**src/sv/opbf_pkg.sv**
```systemverilog
// shared codes and types for the overflow-policy block fifo
package opbf_pkg;

    // request opcodes
    localparam logic [1:0] OP_PUSH = 2'd0;
    localparam logic [1:0] OP_POP  = 2'd1;
    localparam logic [1:0] OP_PEEK = 2'd2;

    // result status codes
    localparam logic [1:0] ST_OK     = 2'd0;
    localparam logic [1:0] ST_REJECT = 2'd1;
    localparam logic [1:0] ST_EMPTY  = 2'd2;

    // overflow policy codes, the unused code behaves as reject
    localparam logic [1:0] POL_REJECT   = 2'd0;
    localparam logic [1:0] POL_DROP_NEW = 2'd1;
    localparam logic [1:0] POL_DROP_OLD = 2'd2;

    localparam int OP_W     = 2;
    localparam int STATUS_W = 2;
    localparam int POL_W    = 2;
    localparam int TALLY_W  = 32;

    // per-cell control from the fifo controller
    typedef struct packed {
        logic shift;
        logic load;
    } cell_ctrl_t;

endpackage

```
**src/sv/opbf_in_if.sv**
```systemverilog
// request channel: valid/ready with opcode and block handle
interface opbf_in_if #(
    parameter int HANDLE_BITS = 32
);
    import opbf_pkg::*;

    logic                   valid;
    logic                   ready;
    logic [OP_W-1:0]        opcode;
    logic [HANDLE_BITS-1:0] block_in;

    modport source (output valid, output opcode, output block_in, input ready);
    modport sink   (input valid, input opcode, input block_in, output ready);
endinterface

```
**src/sv/opbf_out_if.sv**
```systemverilog
// result channel: valid/ready with status, data, eviction and levels
interface opbf_out_if #(
    parameter int HANDLE_BITS = 32,
    parameter int CNT_W       = 4
);
    import opbf_pkg::*;

    logic                   valid;
    logic                   ready;
    logic [STATUS_W-1:0]    status;
    logic [HANDLE_BITS-1:0] block_out;
    logic                   evicted_valid;
    logic [HANDLE_BITS-1:0] evicted_block;
    logic [CNT_W-1:0]       fill_level;
    logic [CNT_W-1:0]       high_water;
    logic [TALLY_W-1:0]     drop_count;

    modport source (output valid, output status, output block_out, output evicted_valid,
                    output evicted_block, output fill_level, output high_water,
                    output drop_count, input ready);
    modport sink   (input valid, input status, input block_out, input evicted_valid,
                    input evicted_block, input fill_level, input high_water,
                    input drop_count, output ready);
endinterface

```
**src/sv/overflow_policy_block_fifo_unit.sv**
```systemverilog
// top level of the block-handle fifo with configurable overflow policy
//
// Block-handle fifo of DEPTH entries built as a row of shifting cells: cell 0
// always holds the head, a pop or a drop-oldest shifts every cell one place
// toward the head, and a push loads the cell just past the last valid one.
// Each accepted beat on in_ch (push, pop or peek) yields exactly one result
// beat on out_ch in the next cycle, held in a single output register. One
// request is taken every cycle; the only thing that slows intake is a stalled
// out_ch, since a new beat enters only when the output register is empty or
// is being drained in the same cycle. The overflow policy (0 reject, 1 drop
// newest, 2 drop oldest, 3 as reject) is written through cfg_we/cfg_wdata and
// must only change while the block is idle. Stored handles have no reset; a
// slot is read only while the fill count says it is occupied.
module overflow_policy_block_fifo_unit
    import opbf_pkg::*;
#(
    parameter int DEPTH       = 8,
    parameter int HANDLE_BITS = 32
) (
    input  logic             clk,
    input  logic             rst_n,
    input  logic             cfg_we,
    input  logic [POL_W-1:0] cfg_wdata,
    opbf_in_if.sink          in_ch,
    opbf_out_if.source       out_ch
);

    localparam int CNT_W = $clog2(DEPTH + 1);
    localparam logic [CNT_W-1:0] FULL_CNT = CNT_W'(DEPTH);
    localparam logic [CNT_W-1:0] LAST_IDX = CNT_W'(DEPTH - 1);

    // control state
    logic [POL_W-1:0]   policy_reg;
    logic [CNT_W-1:0]   count_reg,    count_next;
    logic [CNT_W-1:0]   peak_reg,     peak_next;
    logic [TALLY_W-1:0] tally_reg,    tally_next;
    logic               out_valid_reg;

    // result register
    logic [STATUS_W-1:0]    status_reg,    status_next;
    logic [HANDLE_BITS-1:0] block_out_reg, block_out_next;
    logic                   ev_valid_reg,  ev_valid_next;
    logic [HANDLE_BITS-1:0] ev_block_reg,  ev_block_next;

    // cell row
    logic [HANDLE_BITS-1:0] cell_data [DEPTH];
    logic [HANDLE_BITS-1:0] head_data;
    logic                   accept;
    logic                   full;
    logic                   empty;
    logic                   do_shift;
    logic                   do_store;
    logic [CNT_W-1:0]       store_pos;

    assign head_data = cell_data[0];
    assign full      = (count_reg == FULL_CNT);
    assign empty     = (count_reg == '0);

    // output register drains or is empty: take the next beat
    assign in_ch.ready = !out_valid_reg || out_ch.ready;
    assign accept      = in_ch.valid && in_ch.ready;

    // request decode
    always_comb
    begin
        count_next     = count_reg;
        peak_next      = peak_reg;
        tally_next     = tally_reg;
        status_next    = ST_OK;
        block_out_next = '0;
        ev_valid_next  = 1'b0;
        ev_block_next  = '0;
        do_shift       = 1'b0;
        do_store       = 1'b0;

        case (in_ch.opcode)
            OP_PUSH:
            begin
                if (full)
                begin
                    tally_next = tally_reg + 1'b1;
                    case (policy_reg)
                        POL_DROP_NEW:
                        begin
                            // incoming handle goes straight back out
                            ev_valid_next = 1'b1;
                            ev_block_next = in_ch.block_in;
                        end
                        POL_DROP_OLD:
                        begin
                            // head leaves, new handle lands in the tail cell
                            ev_valid_next = 1'b1;
                            ev_block_next = head_data;
                            do_shift      = 1'b1;
                            do_store      = 1'b1;
                        end
                        default:
                        begin
                            status_next = ST_REJECT;
                        end
                    endcase
                end
                else
                begin
                    do_store   = 1'b1;
                    count_next = count_reg + 1'b1;
                end
                // high-water follows every push that was not refused
                if (status_next == ST_OK && count_next > peak_reg)
                begin
                    peak_next = count_next;
                end
            end
            OP_POP:
            begin
                if (empty)
                begin
                    status_next = ST_EMPTY;
                end
                else
                begin
                    block_out_next = head_data;
                    do_shift       = 1'b1;
                    count_next     = count_reg - 1'b1;
                end
            end
            OP_PEEK:
            begin
                if (empty)
                begin
                    status_next = ST_EMPTY;
                end
                else
                begin
                    block_out_next = head_data;
                end
            end
            default:
            begin
                // unused opcode: report current levels only
            end
        endcase
    end

    // a full fifo only stores after a shift, so the tail cell is the target
    assign store_pos = full ? LAST_IDX : count_reg;

    genvar gi;
    generate
        for (gi = 0; gi < DEPTH; gi++)
        begin : g_cell
            cell_ctrl_t             ctrl;
            logic [HANDLE_BITS-1:0] nbr;

            assign ctrl.shift = accept && do_shift;
            assign ctrl.load  = accept && do_store && (store_pos == CNT_W'(gi));

            if (gi == DEPTH - 1)
            begin : g_tail
                // nothing behind the tail; its shifted value is never read
                assign nbr = in_ch.block_in;
            end
            else
            begin : g_body
                assign nbr = cell_data[gi + 1];
            end

            opbf_cell #(
                .HANDLE_BITS (HANDLE_BITS)
            ) u_cell (
                .clk       (clk),
                .ctrl      (ctrl),
                .nbr_data  (nbr),
                .load_data (in_ch.block_in),
                .data      (cell_data[gi])
            );
        end
    endgenerate

    // control state and output valid
    always_ff @(posedge clk or negedge rst_n)
    begin
        if (!rst_n)
        begin
            policy_reg    <= POL_REJECT;
            count_reg     <= '0;
            peak_reg      <= '0;
            tally_reg     <= '0;
            out_valid_reg <= 1'b0;
        end
        else
        begin
            if (cfg_we)
            begin
                policy_reg <= cfg_wdata;
            end
            if (accept)
            begin
                count_reg <= count_next;
                peak_reg  <= peak_next;
                tally_reg <= tally_next;
            end
            if (accept)
            begin
                out_valid_reg <= 1'b1;
            end
            else if (out_ch.ready)
            begin
                out_valid_reg <= 1'b0;
            end
        end
    end

    // result payload, captured with the beat
    always_ff @(posedge clk)
    begin
        if (accept)
        begin
            status_reg    <= status_next;
            block_out_reg <= block_out_next;
            ev_valid_reg  <= ev_valid_next;
            ev_block_reg  <= ev_block_next;
        end
    end

    assign out_ch.valid         = out_valid_reg;
    assign out_ch.status        = status_reg;
    assign out_ch.block_out     = block_out_reg;
    assign out_ch.evicted_valid = ev_valid_reg;
    assign out_ch.evicted_block = ev_block_reg;
    assign out_ch.fill_level    = count_reg;
    assign out_ch.high_water    = peak_reg;
    assign out_ch.drop_count    = tally_reg;

    // fill count never runs past the cell row
    a_count_bound: assert property (@(posedge clk) disable iff (!rst_n)
        count_reg <= FULL_CNT)
        else $error("fill count exceeds depth");

    // high-water mark never falls below the current fill
    a_peak_covers: assert property (@(posedge clk) disable iff (!rst_n)
        peak_reg >= count_reg)
        else $error("high-water below fill level");

    // drop counter moves only on a push into a full fifo
    a_tally_only_overflow: assert property (@(posedge clk) disable iff (!rst_n)
        !(accept && in_ch.opcode == OP_PUSH && full) |=> $stable(tally_reg))
        else $error("drop counter moved without overflow");

    // an eviction is always reported with ok status
    a_evict_ok: assert property (@(posedge clk) disable iff (!rst_n)
        out_valid_reg && ev_valid_reg |-> status_reg == ST_OK)
        else $error("eviction with non-ok status");

    // every accepted beat leaves a result waiting
    a_result_follows: assert property (@(posedge clk) disable iff (!rst_n)
        accept |=> out_valid_reg)
        else $error("accepted beat produced no result");

endmodule

```
**src/sv/opbf_cell.sv**
```systemverilog
// one storage cell of the shifting fifo row
module opbf_cell
    import opbf_pkg::*;
#(
    parameter int HANDLE_BITS = 32
) (
    input  logic                   clk,
    input  cell_ctrl_t             ctrl,
    input  logic [HANDLE_BITS-1:0] nbr_data,
    input  logic [HANDLE_BITS-1:0] load_data,
    output logic [HANDLE_BITS-1:0] data
);

    logic [HANDLE_BITS-1:0] data_reg;

    // load wins over shift: the tail cell takes the new handle on drop-oldest
    always_ff @(posedge clk)
    begin
        if (ctrl.load)
        begin
            data_reg <= load_data;
        end
        else if (ctrl.shift)
        begin
            data_reg <= nbr_data;
        end
    end

    assign data = data_reg;

endmodule
```
**src/flat_wrapper.sv**
```systemverilog
// flat-port wrapper written by rule: the top's interface ports become plain ports
module overflow_policy_block_fifo_unit_flat import opbf_pkg::*;
#(
    parameter int DEPTH       = 8,
    parameter int HANDLE_BITS = 32
)
  (clk, rst_n, cfg_we, cfg_wdata, in_ch_valid, in_ch_opcode, in_ch_block_in, in_ch_ready, out_ch_valid, out_ch_status, out_ch_block_out, out_ch_evicted_valid, out_ch_evicted_block, out_ch_fill_level, out_ch_high_water, out_ch_drop_count, out_ch_ready);
  opbf_in_if #(.HANDLE_BITS(HANDLE_BITS)) in_ch_i ();
  opbf_out_if #(.HANDLE_BITS(HANDLE_BITS)) out_ch_i ();
  input  logic clk;
  input  logic rst_n;
  input  logic cfg_we;
  input  logic [POL_W-1:0] cfg_wdata;
  input wire logic [$bits(in_ch_i.valid)-1:0] in_ch_valid;
  input wire logic [$bits(in_ch_i.opcode)-1:0] in_ch_opcode;
  input wire logic [$bits(in_ch_i.block_in)-1:0] in_ch_block_in;
  output wire logic [$bits(in_ch_i.ready)-1:0] in_ch_ready;
  output wire logic [$bits(out_ch_i.valid)-1:0] out_ch_valid;
  output wire logic [$bits(out_ch_i.status)-1:0] out_ch_status;
  output wire logic [$bits(out_ch_i.block_out)-1:0] out_ch_block_out;
  output wire logic [$bits(out_ch_i.evicted_valid)-1:0] out_ch_evicted_valid;
  output wire logic [$bits(out_ch_i.evicted_block)-1:0] out_ch_evicted_block;
  output wire logic [$bits(out_ch_i.fill_level)-1:0] out_ch_fill_level;
  output wire logic [$bits(out_ch_i.high_water)-1:0] out_ch_high_water;
  output wire logic [$bits(out_ch_i.drop_count)-1:0] out_ch_drop_count;
  input wire logic [$bits(out_ch_i.ready)-1:0] out_ch_ready;
  assign in_ch_i.valid = in_ch_valid;
  assign in_ch_i.opcode = in_ch_opcode;
  assign in_ch_i.block_in = in_ch_block_in;
  assign in_ch_ready = in_ch_i.ready;
  assign out_ch_valid = out_ch_i.valid;
  assign out_ch_status = out_ch_i.status;
  assign out_ch_block_out = out_ch_i.block_out;
  assign out_ch_evicted_valid = out_ch_i.evicted_valid;
  assign out_ch_evicted_block = out_ch_i.evicted_block;
  assign out_ch_fill_level = out_ch_i.fill_level;
  assign out_ch_high_water = out_ch_i.high_water;
  assign out_ch_drop_count = out_ch_i.drop_count;
  assign out_ch_i.ready = out_ch_ready;
  overflow_policy_block_fifo_unit #(.DEPTH(DEPTH), .HANDLE_BITS(HANDLE_BITS)) u_core (.clk(clk), .rst_n(rst_n), .cfg_we(cfg_we), .cfg_wdata(cfg_wdata), .in_ch(in_ch_i), .out_ch(out_ch_i));
endmodule
```
**config.mk**
```make
export PLATFORM = sky130hd
export DESIGN_NAME = overflow_policy_block_fifo_unit_flat
export DESIGN_NICKNAME = d
export VERILOG_FILES = /design/src/sv/opbf_pkg.sv /design/src/sv/opbf_in_if.sv /design/src/sv/opbf_out_if.sv /design/src/sv/overflow_policy_block_fifo_unit.sv /design/src/sv/opbf_cell.sv /design/src/flat_wrapper.sv
export SDC_FILE = /design/constraint.sdc
export NUM_CORES = 1
export LEC_CHECK = 0
export ABC_AREA = 1
export BUFFER_PORTS_ARGS = -buffer_cell sky130_fd_sc_hd__buf_2
export CORE_AREA = 4 4 179 181
export CTS_BUF_LIST = sky130_fd_sc_hd__clkbuf_4
export DETAILED_ROUTE_END_ITERATION = 8
export DIE_AREA = 0 0 183 185
export GPL_ROUTABILITY_DRIVEN = 0
export GPL_TIMING_DRIVEN = 0
export PLACE_DENSITY = 0.85
export SETUP_SLACK_MARGIN = 0.15
export SLEW_MARGIN = 40
export SYNTH_ARGS = -nofsm -noshare
export SYNTH_HDL_FRONTEND = slang
export SYNTH_HIERARCHICAL = 1
export SYNTH_SLANG_ARGS = --single-unit
```
**constraint.sdc**
```tcl
create_clock -name clk -period 2.8 [get_ports clk]
set_clock_uncertainty 0.2 [all_clocks]
set_input_delay 0.42 -clock clk [delete_from_list [all_inputs] [get_ports clk]]
set_output_delay 0.42 -clock clk [all_outputs]
set_load 0.03 [all_outputs]
```
==> impl_metrics.py <==
metrics = {
    "floorplanning": {
        "pin_count": 150,
        "die_x_um": 183,
        "fp.coreArea_sq_um": 30400,
        "die-area_sq_um": 33900,
        "initial_core_util_pct": 55.7,
        "rows": 64,
        "die_h_um": 185,
    },
    "place": {
        "dpl-instance-area_sq_um": 18300,
        "portBuffers": 149,
        "dp_hpwl_um": 25900,
        "post-place-cells": 2306,
    },
    "yosys": {
        "syn-num-nets": 1815,
        "synth_edf_count": 323,
        "synthFlopType": "edfxtp_1",
        "yosysTopAreaCell": "edfxtp_1",
        "yosysMostFrequentCell": "nand2_1",
        "avgSynthCellArea_sq_um": 9.63,
        "ys_top_cells_by_area": "edfxtp_1, nand2_1, dfrtp_1",
        "synth_seq_cells": 366,
        "syn_area_sq_um": 16900,
        "async_flop_share_pct": 11.7,
        "synth_top_area_share_pct": 57.2,
        "synth_common_cells": "nand2_1, edfxtp_1, nor2_1, inv_1, dfrtp_1",
        "synth_cells": 1759,
        "ys_warn_count": 6,
        "synth.distinct_cells": 36,
        "ys_seq_area_share_pct": 63.6,
    },
    "power": {
        "ir_worst_vdd_mv": 0.329,
        "p_per_area_nw_per_um2": 670,
        "p_leak_nw": 8.94,
        "total_power_w": 0.0134,
    },
    "critical_path": {
        "critPathRequiredTime_ns": 3.03,
        "crit_path_max_incr_delay_ns": 0.46,
        "crit_chain": "inv_4, ha_4, nand3_4, ha_1, o21bai_1, nor2_2, buf_6, inv_4, buf_6, nand2_1, nand2_1",
        "crit_fanout": 10,
        "crit_type": "reg -> reg",
        "start_kind": "register",
        "cp.arrival_ns": 2.79,
        "cp_num_buf_inv": 4,
        "crit_slowest_cell": "dfrtp_2",
        "crit_path_end_kind": "register",
        "path_delay_family": "buffers and inverters",
    },
    "clock_network": {
        "clkTransAtPathRegs_ns": 0.07,
        "htree_num_levels": 3,
        "cts_tree": "built",
        "clock_tree.buffer_depth": 3,
        "numCtsBuffers": 90,
        "insertion_delay_ns": 0.72,
        "cts_num_sinks": 366,
        "clock-root-buffer": "clkbuf_4",
    },
    "sta": {
        "finalHoldViolations": 0,
        "slew_viol_final": 0,
        "finalSetupViolCount": 0,
        "slew_headroom_pct": 64.3,
        "fin_crit_sh_pct": 91.6,
        "rsz0062_at_grt": "no",
        "holdWs_ns": 0.270,
        "finalCriticalPeriod_ns": 2.57,
        "worst_pin_slew_ns": 0.535,
        "fmax_mhz": 390,
    },
    "worst_hold_path": {
        "hold_path.class": "reg -> reg",
    },
    "global_routing": {
        "grt_pass1_vias": 12628,
        "grt_max_degree": 42,
        "grt_use_total_pct": 21.5,
        "overflow": 0,
        "antenna_found_initial": 1,
        "grt_pass1_wl_um": 58900,
    },
    "status": {
        "status": "finished, violations left",
        "violations": "DRC",
    },
    "detailed_routing": {
        "vias": 12967,
        "wl_per_cell_um": 14.8,
        "drt_iter0_drc": 1239,
        "viasPerCell": 5.15,
        "drc_errors": 1,
        "drt_wl_total_um": 37300,
        "ant_nets": 0,
        "drt-pass1-iter-count": 8,
    },
    "final_layout": {
        "areaGrowthSynthToFinish_pct": 17.9,
        "stdcell_area_sq_um": 20000,
        "largest_reg_flops": 256,
        "layout.nets": 2120,
        "fin_util_pct": 65.7,
        "drive_gt1_share_pct": 20.6,
        "stdcell_count": 2520,
    },
    "job": {
        "max_cap_viol_count": 0,
    },
}
## power by group
group          switching, W  internal (W)  leakage [nW]  total, W
combinational       0.00164      0.000746          4.72   0.00239
clock               0.00205       0.00213         0.643   0.00418
sequential         0.000206       0.00661          3.58   0.00681
## through the flow
stage	worst slack (ns)	TNS, ns
5_1_grt	0.151	0
6_report	0.234	0
2_1_floorplan	0.178	0
4_1_cts	0.108	0
3_3_place_gp	-0.115	-24.01
3_5_place_dp	-0.234	-55.58
## worst paths after layout
kind / end / slack, ns / start / depth (start not counted)
max: u_core/g_cell[7].u_cell/data[22] / 0.23 / u_core/out_ch.fill_level[0] / 11
min: u_core/g_cell[1].u_cell/data[23] / 0.27 / u_core/g_cell[2].u_cell/data[23] / 2
max reg2reg: u_core/g_cell[7].u_cell/data[22] / 0.23 / u_core/out_ch.fill_level[0] / 11
min reg2reg: u_core/g_cell[1].u_cell/data[23] / 0.27 / u_core/g_cell[2].u_cell/data[23] / 2
max in group asynchronous: u_core/policy_reg[0] / 0.80 / rst_n / 4
min in group asynchronous: u_core/out_ch.high_water[1] / 0.58 / rst_n / 3
## area by class of cell
class,instances,area (sq um)
Buffer,74,659
Clock inverter,21,109
Clock buffer,130,976
Inverter,92,374
Tap cell,396,495
Sequential cell,366,10800
Fill cell,2205,10400
Multi-Input combinational cell,1237,5280
Timing Repair Buffer,203,1310
Antenna cell,1,2.50
## layer usage
layer	part of all wire, %	global-route usage, %
met5	0	0
met4	2.4	8.05
met3	9.2	4.81
met2	50	38.5
met1	38	25.3
## repair_timing
action                                  4_1_cts  5_1_grt
pin swaps                                     4        6
gates cloned                                  7        3
hold endpoints to repair                    318        0
resized for setup                             9       14
setup buffers                                 0        5
hold buffers                                 47        0
endpoints found under the setup margin      303      401
## placed cells by master, fill, tap and decap left out, types with 14 or more instances in the layout
cell type      synthesis  layout
nand2_1              985     985
edfxtp_1             323     323
buf_2                  4     152
clkbuf_4               0     130
nor2_1                98      94
inv_1                 81      78
dlygate4sd3_1          0      47
dfrtp_1               43      41
buf_6                 36      36
buf_4                 25      30
a21oi_1               25      25
or2_4                  0      15
nand3_1               15      15
ha_1                  15      14
## logic make-up (layout without fill, tap and decap cells)
logic type,count (synthesis),after routing,synth area share [%]
compound gates,53,53,1.87
xor+xnor,18,18,0.930
fa+ha+maj,15,15,1.11
buf+inv,166,520,6.04
flops,366,366,63.6
other cells,0,1,0
simple gates,1141,1151,26.5
## worst register-to-register path, stage by stage (launching register included)
cell and delay (ns):
dfrtp_2 0.46, inv_4 0.11, ha_4 0.17, nand3_4 0.13, ha_1 0.23, o21bai_1 0.23
nor2_2 0.26, buf_6 0.19, inv_4 0.06, buf_6 0.14, nand2_1 0.05, nand2_1 0.05
Power figures use the tool's default switching activity.
